## src/hw/rtl/fgg_pkg.sv

```systemverilog
// Shared types, constants and the arctangent table for the formation goal step.
// No dependencies; fgg_cordic, fgg_ctrl, fgg_dp and the top level refer to this package by scope.
`default_nettype none
package fgg_pkg;

    localparam int TAB_LEN      = 24;
    localparam int XW           = 40;  // CORDIC x/y datapath width
    localparam int ZW           = 34;  // CORDIC angle width, 2^-32 turn units
    localparam int INV_GAIN_Q30 = 652032874;
    localparam int INV_GAIN_Q16 = 39797;
    localparam int ONE_Q16      = 65536;
    localparam int QUARTER_BRAD = 16384;

    typedef enum logic [1:0] {
        CFG_MAX_SPEED = 2'd0,
        CFG_ENV_W     = 2'd1,
        CFG_HEAD_S    = 2'd2,
        CFG_HEAD_OFF  = 2'd3
    } t_cfg_idx;

    typedef enum logic {
        CM_VEC = 1'b0,
        CM_ROT = 1'b1
    } t_cmode;

    typedef enum logic [4:0] {
        OP_NONE, OP_LOAD, OP_VEC_CAP, OP_SETUP, OP_MAG, OP_BL1, OP_BL2,
        OP_GE_GO, OP_GE_CAP, OP_GF_GO, OP_GF_CAP, OP_R_GO, OP_R_CAP,
        OP_F_GO, OP_F_CAP,
        OP_X1, OP_X2, OP_X3, OP_X4, OP_X5, OP_X6,
        OP_Y1, OP_Y2, OP_Y3, OP_Y4, OP_Y5, OP_Y6,
        OP_EMIT
    } t_op;

    typedef enum logic [4:0] {
        ST_IDLE, ST_VEC_WAIT, ST_SETUP, ST_MAG, ST_BL1, ST_BL2,
        ST_GE_GO, ST_GE_WAIT, ST_GF_GO, ST_GF_WAIT, ST_R_GO, ST_R_WAIT,
        ST_F_GO, ST_F_WAIT,
        ST_X1, ST_X2, ST_X3, ST_X4, ST_X5, ST_X6,
        ST_Y1, ST_Y2, ST_Y3, ST_Y4, ST_Y5, ST_Y6,
        ST_EMIT
    } t_state;

    typedef struct packed {
        t_op op;
    } t_ctrl_cmd;

    typedef struct packed {
        logic cordic_done;
        logic is_update;
        logic out_free;
    } t_dp_status;

    function automatic logic [31:0] atan_at(input logic [4:0] idx);
        logic [31:0] v;
        case (idx)
            5'd0:  v = 32'h20000000;
            5'd1:  v = 32'h12E4051E;
            5'd2:  v = 32'h09FB385B;
            5'd3:  v = 32'h051111D4;
            5'd4:  v = 32'h028B0D43;
            5'd5:  v = 32'h0145D7E1;
            5'd6:  v = 32'h00A2F61E;
            5'd7:  v = 32'h00517C55;
            5'd8:  v = 32'h0028BE53;
            5'd9:  v = 32'h00145F2F;
            5'd10: v = 32'h000A2F98;
            5'd11: v = 32'h000517CC;
            5'd12: v = 32'h00028BE6;
            5'd13: v = 32'h000145F3;
            5'd14: v = 32'h0000A2FA;
            5'd15: v = 32'h0000517D;
            5'd16: v = 32'h000028BE;
            5'd17: v = 32'h0000145F;
            5'd18: v = 32'h00000A30;
            5'd19: v = 32'h00000518;
            5'd20: v = 32'h0000028C;
            5'd21: v = 32'h00000146;
            5'd22: v = 32'h000000A3;
            5'd23: v = 32'h00000051;
            default: v = 32'h0;
        endcase
        return v;
    endfunction

endpackage
`default_nettype wire

```

## src/hw/rtl/fgg_ctrl.sv

```systemverilog
// Sequencer that walks the datapath through one set-up or update word.
// Depends on fgg_pkg for the state, operation and status types.
`default_nettype none
module fgg_ctrl (
    input  wire logic                i_clk,
    input  wire logic                i_rst_n,
    input  wire logic                i_in_valid,
    output logic                     o_in_ready,
    input  wire fgg_pkg::t_dp_status i_status,
    output fgg_pkg::t_ctrl_cmd       o_cmd
);
    fgg_pkg::t_state r_state, n_state;

    always_ff @(posedge i_clk) begin
        if (!i_rst_n) begin
            r_state <= fgg_pkg::ST_IDLE;
        end else begin
            r_state <= n_state;
        end
    end

    always_comb begin
        n_state    = r_state;
        o_cmd.op   = fgg_pkg::OP_NONE;
        o_in_ready = 1'b0;
        unique case (r_state)
            fgg_pkg::ST_IDLE: begin
                o_in_ready = 1'b1;
                if (i_in_valid) begin
                    o_cmd.op = fgg_pkg::OP_LOAD;
                    n_state  = fgg_pkg::ST_VEC_WAIT;
                end
            end
            fgg_pkg::ST_VEC_WAIT: begin
                if (i_status.cordic_done) begin
                    o_cmd.op = fgg_pkg::OP_VEC_CAP;
                    n_state  = i_status.is_update ? fgg_pkg::ST_MAG : fgg_pkg::ST_SETUP;
                end
            end
            fgg_pkg::ST_SETUP: begin
                if (i_status.out_free) begin
                    o_cmd.op = fgg_pkg::OP_SETUP;
                    n_state  = fgg_pkg::ST_IDLE;
                end
            end
            fgg_pkg::ST_MAG: begin o_cmd.op = fgg_pkg::OP_MAG; n_state = fgg_pkg::ST_BL1; end
            fgg_pkg::ST_BL1: begin o_cmd.op = fgg_pkg::OP_BL1; n_state = fgg_pkg::ST_BL2; end
            fgg_pkg::ST_BL2: begin o_cmd.op = fgg_pkg::OP_BL2; n_state = fgg_pkg::ST_GE_GO; end
            fgg_pkg::ST_GE_GO: begin
                o_cmd.op = fgg_pkg::OP_GE_GO;
                n_state  = fgg_pkg::ST_GE_WAIT;
            end
            fgg_pkg::ST_GE_WAIT: begin
                if (i_status.cordic_done) begin
                    o_cmd.op = fgg_pkg::OP_GE_CAP;
                    n_state  = fgg_pkg::ST_GF_GO;
                end
            end
            fgg_pkg::ST_GF_GO: begin
                o_cmd.op = fgg_pkg::OP_GF_GO;
                n_state  = fgg_pkg::ST_GF_WAIT;
            end
            fgg_pkg::ST_GF_WAIT: begin
                if (i_status.cordic_done) begin
                    o_cmd.op = fgg_pkg::OP_GF_CAP;
                    n_state  = fgg_pkg::ST_R_GO;
                end
            end
            fgg_pkg::ST_R_GO: begin
                o_cmd.op = fgg_pkg::OP_R_GO;
                n_state  = fgg_pkg::ST_R_WAIT;
            end
            fgg_pkg::ST_R_WAIT: begin
                if (i_status.cordic_done) begin
                    o_cmd.op = fgg_pkg::OP_R_CAP;
                    n_state  = fgg_pkg::ST_F_GO;
                end
            end
            fgg_pkg::ST_F_GO: begin
                o_cmd.op = fgg_pkg::OP_F_GO;
                n_state  = fgg_pkg::ST_F_WAIT;
            end
            fgg_pkg::ST_F_WAIT: begin
                if (i_status.cordic_done) begin
                    o_cmd.op = fgg_pkg::OP_F_CAP;
                    n_state  = fgg_pkg::ST_X1;
                end
            end
            fgg_pkg::ST_X1: begin o_cmd.op = fgg_pkg::OP_X1; n_state = fgg_pkg::ST_X2; end
            fgg_pkg::ST_X2: begin o_cmd.op = fgg_pkg::OP_X2; n_state = fgg_pkg::ST_X3; end
            fgg_pkg::ST_X3: begin o_cmd.op = fgg_pkg::OP_X3; n_state = fgg_pkg::ST_X4; end
            fgg_pkg::ST_X4: begin o_cmd.op = fgg_pkg::OP_X4; n_state = fgg_pkg::ST_X5; end
            fgg_pkg::ST_X5: begin o_cmd.op = fgg_pkg::OP_X5; n_state = fgg_pkg::ST_X6; end
            fgg_pkg::ST_X6: begin o_cmd.op = fgg_pkg::OP_X6; n_state = fgg_pkg::ST_Y1; end
            fgg_pkg::ST_Y1: begin o_cmd.op = fgg_pkg::OP_Y1; n_state = fgg_pkg::ST_Y2; end
            fgg_pkg::ST_Y2: begin o_cmd.op = fgg_pkg::OP_Y2; n_state = fgg_pkg::ST_Y3; end
            fgg_pkg::ST_Y3: begin o_cmd.op = fgg_pkg::OP_Y3; n_state = fgg_pkg::ST_Y4; end
            fgg_pkg::ST_Y4: begin o_cmd.op = fgg_pkg::OP_Y4; n_state = fgg_pkg::ST_Y5; end
            fgg_pkg::ST_Y5: begin o_cmd.op = fgg_pkg::OP_Y5; n_state = fgg_pkg::ST_Y6; end
            fgg_pkg::ST_Y6: begin o_cmd.op = fgg_pkg::OP_Y6; n_state = fgg_pkg::ST_EMIT; end
            fgg_pkg::ST_EMIT: begin
                if (i_status.out_free) begin
                    o_cmd.op = fgg_pkg::OP_EMIT;
                    n_state  = fgg_pkg::ST_IDLE;
                end
            end
            default: n_state = fgg_pkg::ST_IDLE;
        endcase
    end
endmodule
`default_nettype wire

```

## config.mk

```make
export PLATFORM = sky130hd
export DESIGN_NAME = fgg_ctrl
export DESIGN_NICKNAME = d
export VERILOG_FILES = /design/src/hw/rtl/fgg_pkg.sv /design/src/hw/rtl/fgg_ctrl.sv
export SDC_FILE = /design/constraint.sdc
export NUM_CORES = 1
export LEC_CHECK = 0
export BUFFER_PORTS_ARGS = -buffer_cell sky130_fd_sc_hd__buf_2
export CAP_MARGIN = 0
export CORE_AREA = 2 2 39 41
export DETAILED_ROUTE_END_ITERATION = 7
export DIE_AREA = 0 0 41 43
export GPL_TIMING_DRIVEN = 0
export PLACE_DENSITY = 0.7
export SYNTH_ARGS = -nofsm -noshare
export SYNTH_HDL_FRONTEND = slang
export SYNTH_SLANG_ARGS = --single-unit
```

## constraint.sdc

```tcl
create_clock -name i_clk -period 3.2 [get_ports i_clk]
set_clock_uncertainty 0.2 [all_clocks]
set_input_delay 0 -clock i_clk [delete_from_list [all_inputs] [get_ports i_clk]]
set_output_delay 0 -clock i_clk [all_outputs]
set_load 0.01 [all_outputs]
```

Word-level counts from Yosys, hierarchy flattened
Cells that the tools add are included.

Equality and inequality tests: 33. Muxes and demuxes: 19. Reduce and logical (&&, ||, !) cells: 3.

Operators by type and width (count): 5-bit one-hot mux with 27 select lines (1); 5-bit one-hot mux with 26 select lines (1); 5-bit == test (second input constant) (11); 5-bit by 4-bit == test with 1-bit output (second input constant) (8); 5-bit two-way mux (8); 5-bit by 3-bit == test with 1-bit output (second input constant) (4); 4-bit two-way mux (4); 2-bit inequality test (second input constant) (6); 5-bit by 2-bit == test with 1-bit output (second input constant) (2); 7-bit AND reduction (1); 5-bit by 1-bit == test with 1-bit output (second input constant) (1); 5-bit logical NOT (1); 2-bit two-way mux (2); 1-bit two-way mux (3); 2-bit by 1-bit inequality test with 1-bit output (second input constant) (1); 2-bit OR reduction (1).

Flip-flop bits (word level): 5. Output and inout bits: 6.

Logic depth before layout (Yosys ltp)
Gate-level depths: netlist (run 1).

Word-level depth: 4. Gate-level depth with buffers: 6. Mapped depth without buffers: 4.

Worst setup path before layout (run 1)
No wires, ideal clock.

Kind: flip-flop to flip-flop. From: reg r_state[4]. To: reg r_state[0]. Library setup time: 0.117 ns. Arrival time: 1.563 ns. Setup slack: 1.320 ns. Cell stages (with the launch flop): 6. Buffers on the path: 1. Path through: dfxtp_1 buf_6 or3_4 or4_4 and3_1 a22o_1.

Word-level cells in the longest chain between the ends: 4. Elaborated cells on any way between the ends: 37.

Ends and longest elaborated chain: from (decl) (RTL line fgg_ctrl.sv:12) `fgg_pkg::t_state r_state, n_state;`; from (signal assigned) (RTL line fgg_ctrl.sv:16) `r_state <= fgg_pkg::ST_IDLE;`; from (signal assigned) (RTL line fgg_ctrl.sv:18) `r_state <= n_state;`; 5-bit == test or 5-bit by 2-bit == test with 1-bit output (tied branches) (RTL line fgg_ctrl.sv:26) `unique case (r_state)`; 2-bit OR reduction (no line); 2-bit by 1-bit inequality test with 1-bit output (no line); 7-bit AND reduction (no line).

Parallel ways exist; a longest one is shown, timed or not. A chain may end at the register's enable or synchronous reset.

==> metrics.md, run 1 <==
| Metric | Value |
|---|---|
| DP HPWL | 1180 um |
| Clock-pin slew of the registers on the worst-case setup and hold paths | 0.05 ns |
| Met1 Use GR | 31.2% |
| H-tree depth | 1 |
| Num CTS Buffers | 3 |
| Worst Setup End Kind | primary output |
| Total Wirelength | 1660 um |
| Die Y | 43 um |
| Via/cell ratio | 6.13 |
| GR peak layer | met2 |
| Leak | 0.000282 uW |
| Postcts setup bufs | 0 |
| Total gr overflow | 0 |
| Ys Warns | 0 |
| Core ar. | 0.00138 mm^2 |
| Max_slew headroom | 64.6% |
| Pre-CTS setup slack | 1.25 ns |
| IO buf count | 10 |
| Vias in the first global route | 610 |
| Total nets after synthesis | 94 |
| Die ar. | 0.00176 mm^2 |
| FILL cells | 137 |
| Arr. time, crit path | 1.94 ns |
| Largest regs | r_state (5) |
| Worst reg2reg path depth | 5 |
| Required @ worst endpoint | 3.00 ns |
| Main area contributors after synthesis | dfxtp_1 (16%), o21ai_0 (7.1%), a21oi_1 (5.5%) |
| CTS Sinks | 5 |
| RSZ-0062 raised after global routing | false |
| Pwr dens | 660 mW/mm^2 |
| Yosys top cell area share | 15.8% |
| Synth cell types | 41 |
| Routability Congestion | 0.880 |
| Final nets | 110 |
| FFs w/ async S/R, synth | 0% |
| I/O pins | 12 |
| Root Driver | clkbuf_4 |
| Vias | 729 |
| Cts hold-fix bufs | 1 |
| Max rail drop VDD | 267 uV |
| Max-slew violation count | 0 |
| Antenna violations before repair | 0 |
| Post_cts resized | 0 |
| Sequential cell area | 100 um^2 |
| Antenna cells | 0 |
| Crit Path Max Fanout | 10 |
| Largest net degree at the start of global routing | 11 |
| Synthesis-to-layout area growth | 17.0% |
| Mapped Avg Cell Area | 7.21 um^2 |
| Post-synth EDFFs | 0 |
| Average wire per standard cell | 14.0 um |
| Setup_tns | 0 ns |
| Min cycle time layout | 2.14 ns |
| Worst slew pin tran | 0.518 ns |
| Hold WC Path Type | input port to flop |
| Placed Instances | 114 |
| Skew-Pair Late Insertion Delay | 0.25 ns |
| CTS tree | yes |
| Cells after Synth | 88 |
| Pre-antenna DRT Iters | 4 |
| Initial Util | 45.8% |
| Max reg flops | 5 |
| GR Util met3 | 3.14% |
| Post-synthesis sequential area ratio | 15.8% |
| Post-route ant nets | 0 |
| Status | finished, final reports clean |
| Fmax | 467 MHz |
| First-pass GRT wire length | 2680 um |
| Top_reg_cell synth | dfxtp_1 |
| Multi-input logic area | 475 um^2 |
| Max cap viols | 0 |
| GR Util met2 | 31.6% |
| Die X | 41 um |
| Hold Path Cell Cnt | 4 |
| Final non-filler cell total | 119 |
| GRT Overall Usage | 21.4% |
| CTS max path bufs | 2 |
| Startpoint type of the worst setup path | flop |
| Rows | 14 |
| Final worst setup slack | 1.06 ns |
| Most flops, register | r_state |
| Ratio of cells with drive above 1 in the final layout | 23.3% |
| Period utilization | 66.9% |
| Final setup fails | 0 |
| DRC viols | 0 |
| 1st-iter DRT viols | 54 |
| Power Total | 489 uW |
| Fin. Hold Viols | 0 |
| Flops & latches, synth | 5 |
| Crit path kind | flop to primary output |
| Area leader, netlist | dfxtp_1 |
| Synth Cell Area | 634 um^2 |
[path summary, 6_finish.rpt]
check | start | end | slack [ns]
max | r_state[2]$_SDFFE_PN0P_ | o_cmd[3] | 1.06
min | i_in_valid | r_state[0]$_SDFFE_PN0P_ | 0.06
max reg2reg | r_state[3]$_SDFFE_PN0P_ | r_state[0]$_SDFFE_PN0P_ | 1.24
min reg2reg | r_state[2]$_SDFFE_PN0P_ | r_state[4]$_SDFFE_PN0P_ | 0.63
[critical path, cell delays in order, from the launching register on]
cell      delay, ns
dfxtp_1        0.42
clkbuf_1       0.34
inv_1          0.22
nor4b_1        0.35
a211oi_1       0.07
o21ai_0        0.14
buf_2          0.15
[placed cells by master, fill, tap and decap left out, types with 4 or more instances in the layout]
cell	Yosys	routed
o21ai_0	9	9
dfxtp_1	5	5
nand2_1	6	6
inv_1	4	4
clkbuf_1	4	4
buf_2	2	12
a21oi_1	7	7
[cell usage after synthesis (2+ instances only)]
| master | count |
|---|---|
| a21oi_1 | 7 |
| a22o_1 | 3 |
| a31oi_1 | 2 |
| buf_1 | 2 |
| buf_2 | 2 |
| clkbuf_1 | 4 |
| dfxtp_1 | 5 |
| inv_1 | 4 |
| mux2_2 | 2 |
| mux2i_1 | 2 |
| nand2_1 | 6 |
| nand2b_1 | 3 |
| nand3b_1 | 2 |
| nor2_1 | 3 |
| nor2b_1 | 3 |
| nor3_1 | 2 |
| o211ai_1 | 2 |
| o21ai_0 | 9 |
| o22ai_1 | 2 |
| xnor2_1 | 2 |
[where the power goes]
group | internal [uW] | switching (uW)
Sequential | 77.0 | 16.9
Combinational | 139 | 179
Clock | 45.5 | 31.2
Total | 262 | 227
[cell type report]
cell class	count	share of cell area [%]
multi-input cells	70	64.1
flip-flops and latches	5	13.5
repair buffers	11	8.09
plain buffers	9	5.90
clock buffers	3	3.04
well taps	16	2.70
inverters	4	2.02
clock inverters	1	0.675
[layer usage]
metal	vias up	part of all wire [%]
met1	331	46
li1	361	-
met4	0	0.36
met3	2	7.9
met2	35	45
met5	-	0
[stage by stage]
stage	hold slack, ns	utilization (%)	area (um^2)
6_report	0.0608	53.6	742
5_1_grt	0.0825	53.6	742
4_1_cts	0.0535	53.6	742
3_5_place_dp	0.197	50.9	704
3_3_place_gp	0.185	50.9	704
2_1_floorplan	-0.00786	-	634
[cell families (layout without fill, tap and decap cells)]
kind of cell	after synthesis	in the layout	synth area share (%)
buf+inv	13	28	9.27
compound gates	34	34	35.5
flops	5	5	15.8
xor+xnor	3	3	4.14
simple gates	29	29	28.6
mux	4	4	6.71
Power figures use the tool's default switching activity.
==> inputs of run 2 (changes only) <==
--- a/config.mk
+++ b/config.mk
@@ -7,11 +7,11 @@
 export LEC_CHECK = 0
 export BUFFER_PORTS_ARGS = -buffer_cell sky130_fd_sc_hd__buf_2
 export CAP_MARGIN = 0
-export CORE_AREA = 2 2 39 41
+export CORE_MARGIN = 2
+export CORE_UTILIZATION = 47
 export DETAILED_ROUTE_END_ITERATION = 7
-export DIE_AREA = 0 0 41 43
 export GPL_TIMING_DRIVEN = 0
-export PLACE_DENSITY = 0.7
+export PLACE_DENSITY = 0.72
 export SYNTH_ARGS = -nofsm -noshare
 export SYNTH_HDL_FRONTEND = slang
 export SYNTH_SLANG_ARGS = --single-unit
==> constraint.sdc (replaced) <==
create_clock -name i_clk -period 1.89 [get_ports i_clk]
set_clock_uncertainty 0.2 [all_clocks]
set_input_delay 0 -clock i_clk [delete_from_list [all_inputs] [get_ports i_clk]]
set_output_delay 0 -clock i_clk [all_outputs]
set_load 0.01 [all_outputs]
==> run 2 against run 1 <==
The flow now finishes with violations (setup timing). Final cell count rose by 4.2%. Worst setup slack got worse by 1.1 ns. Sequential power rose by 79%. Via count rose by 6.7%. Flip-flop and latch count did not move. Power rose by 97%. Critical path type is now flop to flop. Largest cell class unchanged.
==> metrics.md, run 2 (synthesized netlist as in run 1, its figures left out) <==
| Metric | Value |
|---|---|
| Antenna violations before repair | 0 (unchanged) |
| Status | finished, violations left (was finished, final reports clean) |
| Vias | 778 (was 729) |
| Max reg flops | 5 (unchanged) |
| Placed Instances | 113 (was 114) |
| Average wire per standard cell | 15.3 um (was 14.0 um) |
| Period utilization | 101% |
| Largest net degree at the start of global routing | 11 (unchanged) |
| RSZ-0062 raised after global routing | true (was false) |
| Die ar. | 0.00166 mm^2 (was 0.00176 mm^2) |
| WP buf/inv | 0 (was 3) |
| Max rail drop VDD | 474 uV (was 267 uV) |
| Largest regs | r_state (5) (unchanged) |
| Most flops, register | r_state (unchanged) |
| Vias in the first global route | 626 (was 610) |
| Num CTS Buffers | 3 (unchanged) |
| GR Util met2 | 42.5% (was 31.6%) |
| IO buf count | 10 (unchanged) |
| Worst Setup End Kind | flop (was primary output) |
| Die X | 40.7 um (was 41 um) |
| Final Util | 66.7% (was 53.6%) |
| CTS max path bufs | 2 (unchanged) |
| Max incr delay on CP | 0.49 ns (was 0.42 ns) |
| Fmax | 526 MHz |
| GR Util met3 | 3.80% (was 3.14%) |
| Via/cell ratio | 6.27 (was 6.13) |
| Crit path kind | flop to flop (was flop to primary output) |
| Min cycle time layout | 1.90 ns |
| First-pass GRT wire length | 2790 um (was 2680 um) |
| Hold WC Path Type | input port to flop (unchanged) |
| Arr. time, crit path | 1.83 ns (was 1.94 ns) |
| Synthesis-to-layout area growth | 35.1% (was 17.0%) |
| Hold slack | 0.0896 ns (was 0.0608 ns) |
| I/O pins | 12 (unchanged) |
| Core ar. | 0.00128 mm^2 (was 0.00138 mm^2) |
| Initial Util | 49.4% (was 45.8%) |
| Pre-CTS setup slack | -0.0507 ns (was 1.25 ns) |
| FILL cells | 110 (was 137) |
| Routability Congestion | 0.886 (was 0.880) |
| GRT Overall Usage | 25.0% (was 21.4%) |
| Skew-Pair Late Insertion Delay | 0.24 ns (was 0.25 ns) |
| Startpoint type of the worst setup path | flop (unchanged) |
| CTS Sinks | 5 (unchanged) |
| Max stage delay cell, worst path | or4_4 (was dfxtp_1) |
| Fin. Hold Viols | 0 (unchanged) |
| Max cap viols | 0 (unchanged) |
| Total gr overflow | 0 (unchanged) |
| Root Driver | clkbuf_4 (unchanged) |
| GR peak layer | met2 (unchanged) |
| Max-slew violation count | 0 (unchanged) |
| Antenna cells | 0 (unchanged) |
| Worst slew pin tran | 0.394 ns (was 0.518 ns) |
| Max_slew headroom | 73.7% (was 64.6%) |
| CTS tree | yes (unchanged) |
| Post-route ant nets | 0 (unchanged) |
| Pre-antenna DRT Iters | 4 (unchanged) |
| Family with the most delay on the worst path | simple AND/OR/NAND/NOR gates (was buffers and inverters) |
| Die Y | 40.7 um (was 43 um) |
| Ratio of cells with drive above 1 in the final layout | 39.4% (was 23.3%) |
| Cells along the critical path | or3_4 -> or4_4 -> and3_4 -> a22o_1 (was clkbuf_1 -> inv_1 -> nor4b_1 -> a211oi_1 -> o21ai_0 -> buf_2) |
| Total Wirelength | 1900 um (was 1660 um) |
| Met1 Use GR | 32.8% (was 31.2%) |
| Required @ worst endpoint | 1.82 ns (was 3.00 ns) |
| Leak | 0.000343 uW (was 0.000282 uW) |
| Rows | 13 (was 14) |
| Crit Path Max Fanout | 3 (was 10) |
| Final non-filler cell total | 124 (was 119) |
| DRC viols | 0 (unchanged) |
| Most frequent cells in the layout | buf_4 (10), buf_2 (10), o21ai_0 (7), a21oi_1 (7), nand2_1 (6) (was buf_2 (12), o21ai_0 (9), a21oi_1 (7)) |
| H-tree depth | 1 (unchanged) |
| 1st-iter DRT viols | 35 (was 54) |
| Pwr dens | 1120 mW/mm^2 (was 660 mW/mm^2) |
| Final worst setup slack | -0.0109 ns (was 1.06 ns) |
| Failing checks | setup timing |
| Clock-pin slew of the registers on the worst-case setup and hold paths | 0.04 ns (was 0.05 ns) |
| Final nets | 116 (was 110) |
| Final setup fails | 1 (was 0) |
| DP HPWL | 1180 um (about the same) |
| Setup_tns | -0.0109 ns (was 0 ns) |
## run 2: layer usage
metal	share of wire, %	vias up
met5	0	-
met4	2.2	0
met3	5.6	6
met2	50	36
met1	42	365
li1	-	371
## run 2: worst register-to-register path, cell delays in order, from the launching register on
cell and delay [ns]:
dfxtp_4 0.34, or3_4 0.38, or4_4 0.49, and3_4 0.19, a22o_1 0.18
## run 2: area by class of cell
type	instances	area [um^2]	area share, %
Multi-Input combinational cell	70	518	60.4
Timing Repair Buffer	19	120	14.0
Sequential cell	5	113	13.1
Buffer	7	46.3	5.40
Clock buffer	4	26.3	3.07
Tap cell	15	18.8	2.19
Inverter	4	15.0	1.75
## run 2: power by group
group | internal, uW | switching [uW] | total [uW]
clock network | 79.7 | 42.7 | 122
logic | 326 | 345 | 671
registers | 137 | 30.7 | 168
total | 543 | 418 | 962
## run 2: through the flow
step / cell area, um^2 / power [uW]
floorplan: 634 / 555
global placement: 703 / 680
detailed placement: 703 / 686
CTS: 812 / 892
global route: 857 / 1030
finish: 857 / 962
## run 2: what timing repair did
item,4_1_cts,5_1_grt
buffers inserted,6,2
gates resized for setup,13,17
setup endpoints to repair,8,8
endpoints found under the hold margin,4,0
pin swaps,2,9
hold buffers,1,0
## run 2: worst paths after layout
| kind | startpoint | endpoint | slack [ns] | cells past startpoint |
|---|---|---|---|---|
| worst max-delay path | r_state[2]$_SDFFE_PN0P_ | r_state[0]$_SDFFE_PN0P_ | -0.01 | 4 |
| worst min-delay path | i_in_valid | r_state[1]$_SDFFE_PN0P_ | 0.09 | 4 |
| worst max register to register | r_state[2]$_SDFFE_PN0P_ | r_state[0]$_SDFFE_PN0P_ | -0.01 | 4 |
| worst min register to register | r_state[3]$_SDFFE_PN0P_ | r_state[3]$_SDFFE_PN0P_ | 0.57 | 3 |
==> inputs of run 3 (changes only) <==
--- a/config.mk
+++ b/config.mk
@@ -8,10 +8,10 @@
 export BUFFER_PORTS_ARGS = -buffer_cell sky130_fd_sc_hd__buf_2
 export CAP_MARGIN = 0
 export CORE_MARGIN = 2
-export CORE_UTILIZATION = 47
+export CORE_UTILIZATION = 35
 export DETAILED_ROUTE_END_ITERATION = 7
 export GPL_TIMING_DRIVEN = 0
-export PLACE_DENSITY = 0.72
+export REMOVE_ABC_BUFFERS = 1
 export SYNTH_ARGS = -nofsm -noshare
 export SYNTH_HDL_FRONTEND = slang
 export SYNTH_SLANG_ARGS = --single-unit
==> run 3 against run 2 <==
The flow now finishes without violations. First-iteration DRC count fell by 57%. Power down 2.8%. Combinational power decreased by 11%. Routed wire length is 8.3% lower. Worst hold slack worse by 0.031 ns. Utilization is 18 points lower. Largest cell class unchanged. Largest power group unchanged. Highest routed layer unchanged.
==> metrics.md, run 3 (synthesized netlist as in run 1, its figures left out) <==
| Metric | Value |
|---|---|
| I/O pins | 12 (unchanged) |
| Fin. Hold Viols | 0 (unchanged) |
| Placed Instances | 115 (was 113) |
| Required @ worst endpoint | 1.82 ns (about the same) |
| CTS Sinks | 5 (unchanged) |
| Clock-pin slew of the registers on the worst-case setup and hold paths | 0.04 ns (about the same) |
| Commonest non-fill, non-tap cell in the layout | buf_2 |
| Antenna cells | 0 (unchanged) |
| Setup_tns | 0 ns (was -0.0109 ns) |
| Max cap viols | 0 (unchanged) |
| DP Area | 677 um^2 (was 703 um^2) |
| Top Layer Used | met4 (unchanged) |
| Crit Reg-Reg Endpoint | r_state[0]$_SDFFE_PN0P_ (unchanged) |
| GRT Overall Usage | 15.8% (was 25.0%) |
| Via/cell ratio | 5.65 (was 6.27) |
| Hold WC Path Type | input port to flop (unchanged) |
| Vias | 734 (was 778) |
| Status | finished, final reports clean (was finished, violations left) |
| Pwr dens | 1120 mW/mm^2 (about the same) |
| DRC viols | 0 (unchanged) |
| Worst slew pin tran | 0.500 ns (was 0.394 ns) |
| Max_slew headroom | 66.6% (was 73.7%) |
| Fmax | 533 MHz (was 526 MHz) |
| Wire length on met1 | 757 um (was 796 um) |
| H-tree depth | 1 (unchanged) |
| 1st-iter DRT viols | 15 (was 35) |
| Final nets | 112 (was 116) |
| Sequential cell area | 119 um^2 (was 113 um^2) |
| Antenna violations before repair | 0 (unchanged) |
| Synthesis-to-layout area growth | 32.0% (was 35.1%) |
| Final setup fails | 0 (was 1) |
| Worst reg2reg path depth | 4 (unchanged) |
| Post-route ant nets | 0 (unchanged) |
| Pre-antenna DRT Iters | 4 (unchanged) |
| Initial Util | 37.1% (was 49.4%) |
| R2r setup slk | 0.01 ns (was -0.01 ns) |
| Die X | 46.6 um (was 40.7 um) |
| Critical Path Start | r_state[4]$_SDFFE_PN0P_ (was r_state[2]$_SDFFE_PN0P_) |
| Most flops, register | r_state (unchanged) |
| Largest regs | r_state (5) (unchanged) |
| Power Total | 935 uW (was 962 uW) |
| FILL cells | 170 (was 110) |
| Die ar. | 0.00217 mm^2 (was 0.00166 mm^2) |
| Most frequent cells in the layout | buf_2 (11), o21ai_0 (9), buf_4 (8) (was buf_4 (10), buf_2 (10), o21ai_0 (7), a21oi_1 (7), nand2_1 (6)) |
| Max rail drop VDD | 426 uV (was 474 uV) |
| Met3 wire length | 54 um (was 107 um) |
| Final non-filler cell total | 130 (was 124) |
| Total Wirelength | 1740 um (was 1900 um) |
| RSZ-0062 raised after global routing | true (unchanged) |
| Skew-Pair Late Insertion Delay | 0.24 ns (about the same) |
| Crit path capture | r_state[0]$_SDFFE_PN0P_ (unchanged) |
| Core ar. | 0.00171 mm^2 (was 0.00128 mm^2) |
| Crit Path Max Fanout | 4 (was 3) |
| Die Y | 46.6 um (was 40.7 um) |
| Vias in the first global route | 609 (was 626) |
| Met2 wire length | 912 um (was 950 um) |
| Routability Congestion | 0.746 (was 0.886) |
| Final worst setup slack | 0.0129 ns (was -0.0109 ns) |
| Rows | 15 (was 13) |
| Max-slew violation count | 0 (unchanged) |
| Arr. time, crit path | 1.80 ns (was 1.83 ns) |
| Total gr overflow | 0 (unchanged) |
| R2R Path Start | r_state[4]$_SDFFE_PN0P_ (was r_state[2]$_SDFFE_PN0P_) |
| Largest net degree at the start of global routing | 21 (was 11) |
| IO buf count | 11 (was 10) |
| Root Driver | clkbuf_4 (unchanged) |
| DP HPWL | 1060 um (was 1180 um) |
| CTS tree | yes (unchanged) |
| Crit path kind | flop to flop (unchanged) |
| Final instance area | 837 um^2 (was 857 um^2) |
| Max reg flops | 5 (unchanged) |
| Worst Setup End Kind | flop (unchanged) |
| Num CTS Buffers | 3 (unchanged) |
| Multi-input logic area | 489 um^2 (was 518 um^2) |
| Pre-CTS setup slack | -0.274 ns (was -0.0507 ns) |
| Min cycle time layout | 1.88 ns (was 1.90 ns) |
| Leak | 0.000322 uW (was 0.000343 uW) |
| Ratio of cells with drive above 1 in the final layout | 36.2% (was 39.4%) |
| Startpoint type of the worst setup path | flop (unchanged) |
| First-pass GRT wire length | 2520 um (was 2790 um) |
| CTS max path bufs | 2 (unchanged) |
| Period utilization | 99.3% (was 101%) |
| Average wire per standard cell | 13.4 um (was 15.3 um) |
-- run 3: changes by cell type in the layout (fill, tap and decap cells not counted), moves of 2 or more --
cell | before | now
buf_4 | 10 | 8
o21ai_1 | 2 | 0
o21ai_0 | 7 | 9
dfxtp_4 | 3 | 5
-- run 3: worst min path at each step --
stage / start / end / slack (ns) / cells after the start
2_1_floorplan: i_rst_n / r_state[2]$_SDFFE_PN0P_ / -0.07 / 1
3_5_place_dp: i_rst_n / r_state[4]$_SDFFE_PN0P_ / 0.13 / 2
3_3_place_gp: i_rst_n / r_state[4]$_SDFFE_PN0P_ / 0.13 / 2
6_report: i_status[1] / r_state[0]$_SDFFE_PN0P_ / 0.06 / 4
4_1_cts: i_in_valid / r_state[0]$_SDFFE_PN0P_ / 0.04 / 4
5_1_grt: i_status[1] / r_state[0]$_SDFFE_PN0P_ / 0.08 / 4
-- run 3: power breakdown --
group | total [uW] | internal [uW] | leakage (uW) | switching, uW
Sequential | 215 | 143 | 0.0000444 | 72.4
Clock | 123 | 79.8 | 0.0000150 | 42.8
Combinational | 597 | 315 | 0.000263 | 282
Total | 935 | 538 | 0.000322 | 397
-- run 3: what timing repair did --
item,in CTS,in global routing
pin swaps,1,1
resized for setup,12,3
hold endpoints to repair,5,0
hold buffers,1,0
endpoints found under the setup margin,8,5
buffers inserted,4,6
-- run 3: critical path: stages, from the launching register on --
cell and delay (ns):
dfxtp_4 0.34, or3_4 0.40, or4_4 0.44, and3_4 0.19, a22o_1 0.19
-- run 3: final cells by class --
cell class	count	area share, %
repair buffers	22	18.7
clock buffers	4	3.14
well taps	25	3.74
flip-flops and latches	5	14.2
multi-input cells	70	58.4
inverters	4	1.79
-- run 3: per-layer routing --
metal  vias to the layer above  global-route usage (%)
met5                         -                       0
met4                         0                    5.14
met3                         2                    3.92
met2                        15                    24.2
met1                       353                    21.5
li1                        364                       -
-- run 3: metrics by stage --
stage | hold slack [ns] | util, %
final | 0.0582 | 49.0
after global routing | 0.0784 | 49.0
after CTS | 0.0412 | 45.9
after detailed placement | 0.133 | 39.6
after global placement | 0.129 | 39.6
after floorplan | -0.0671 | -
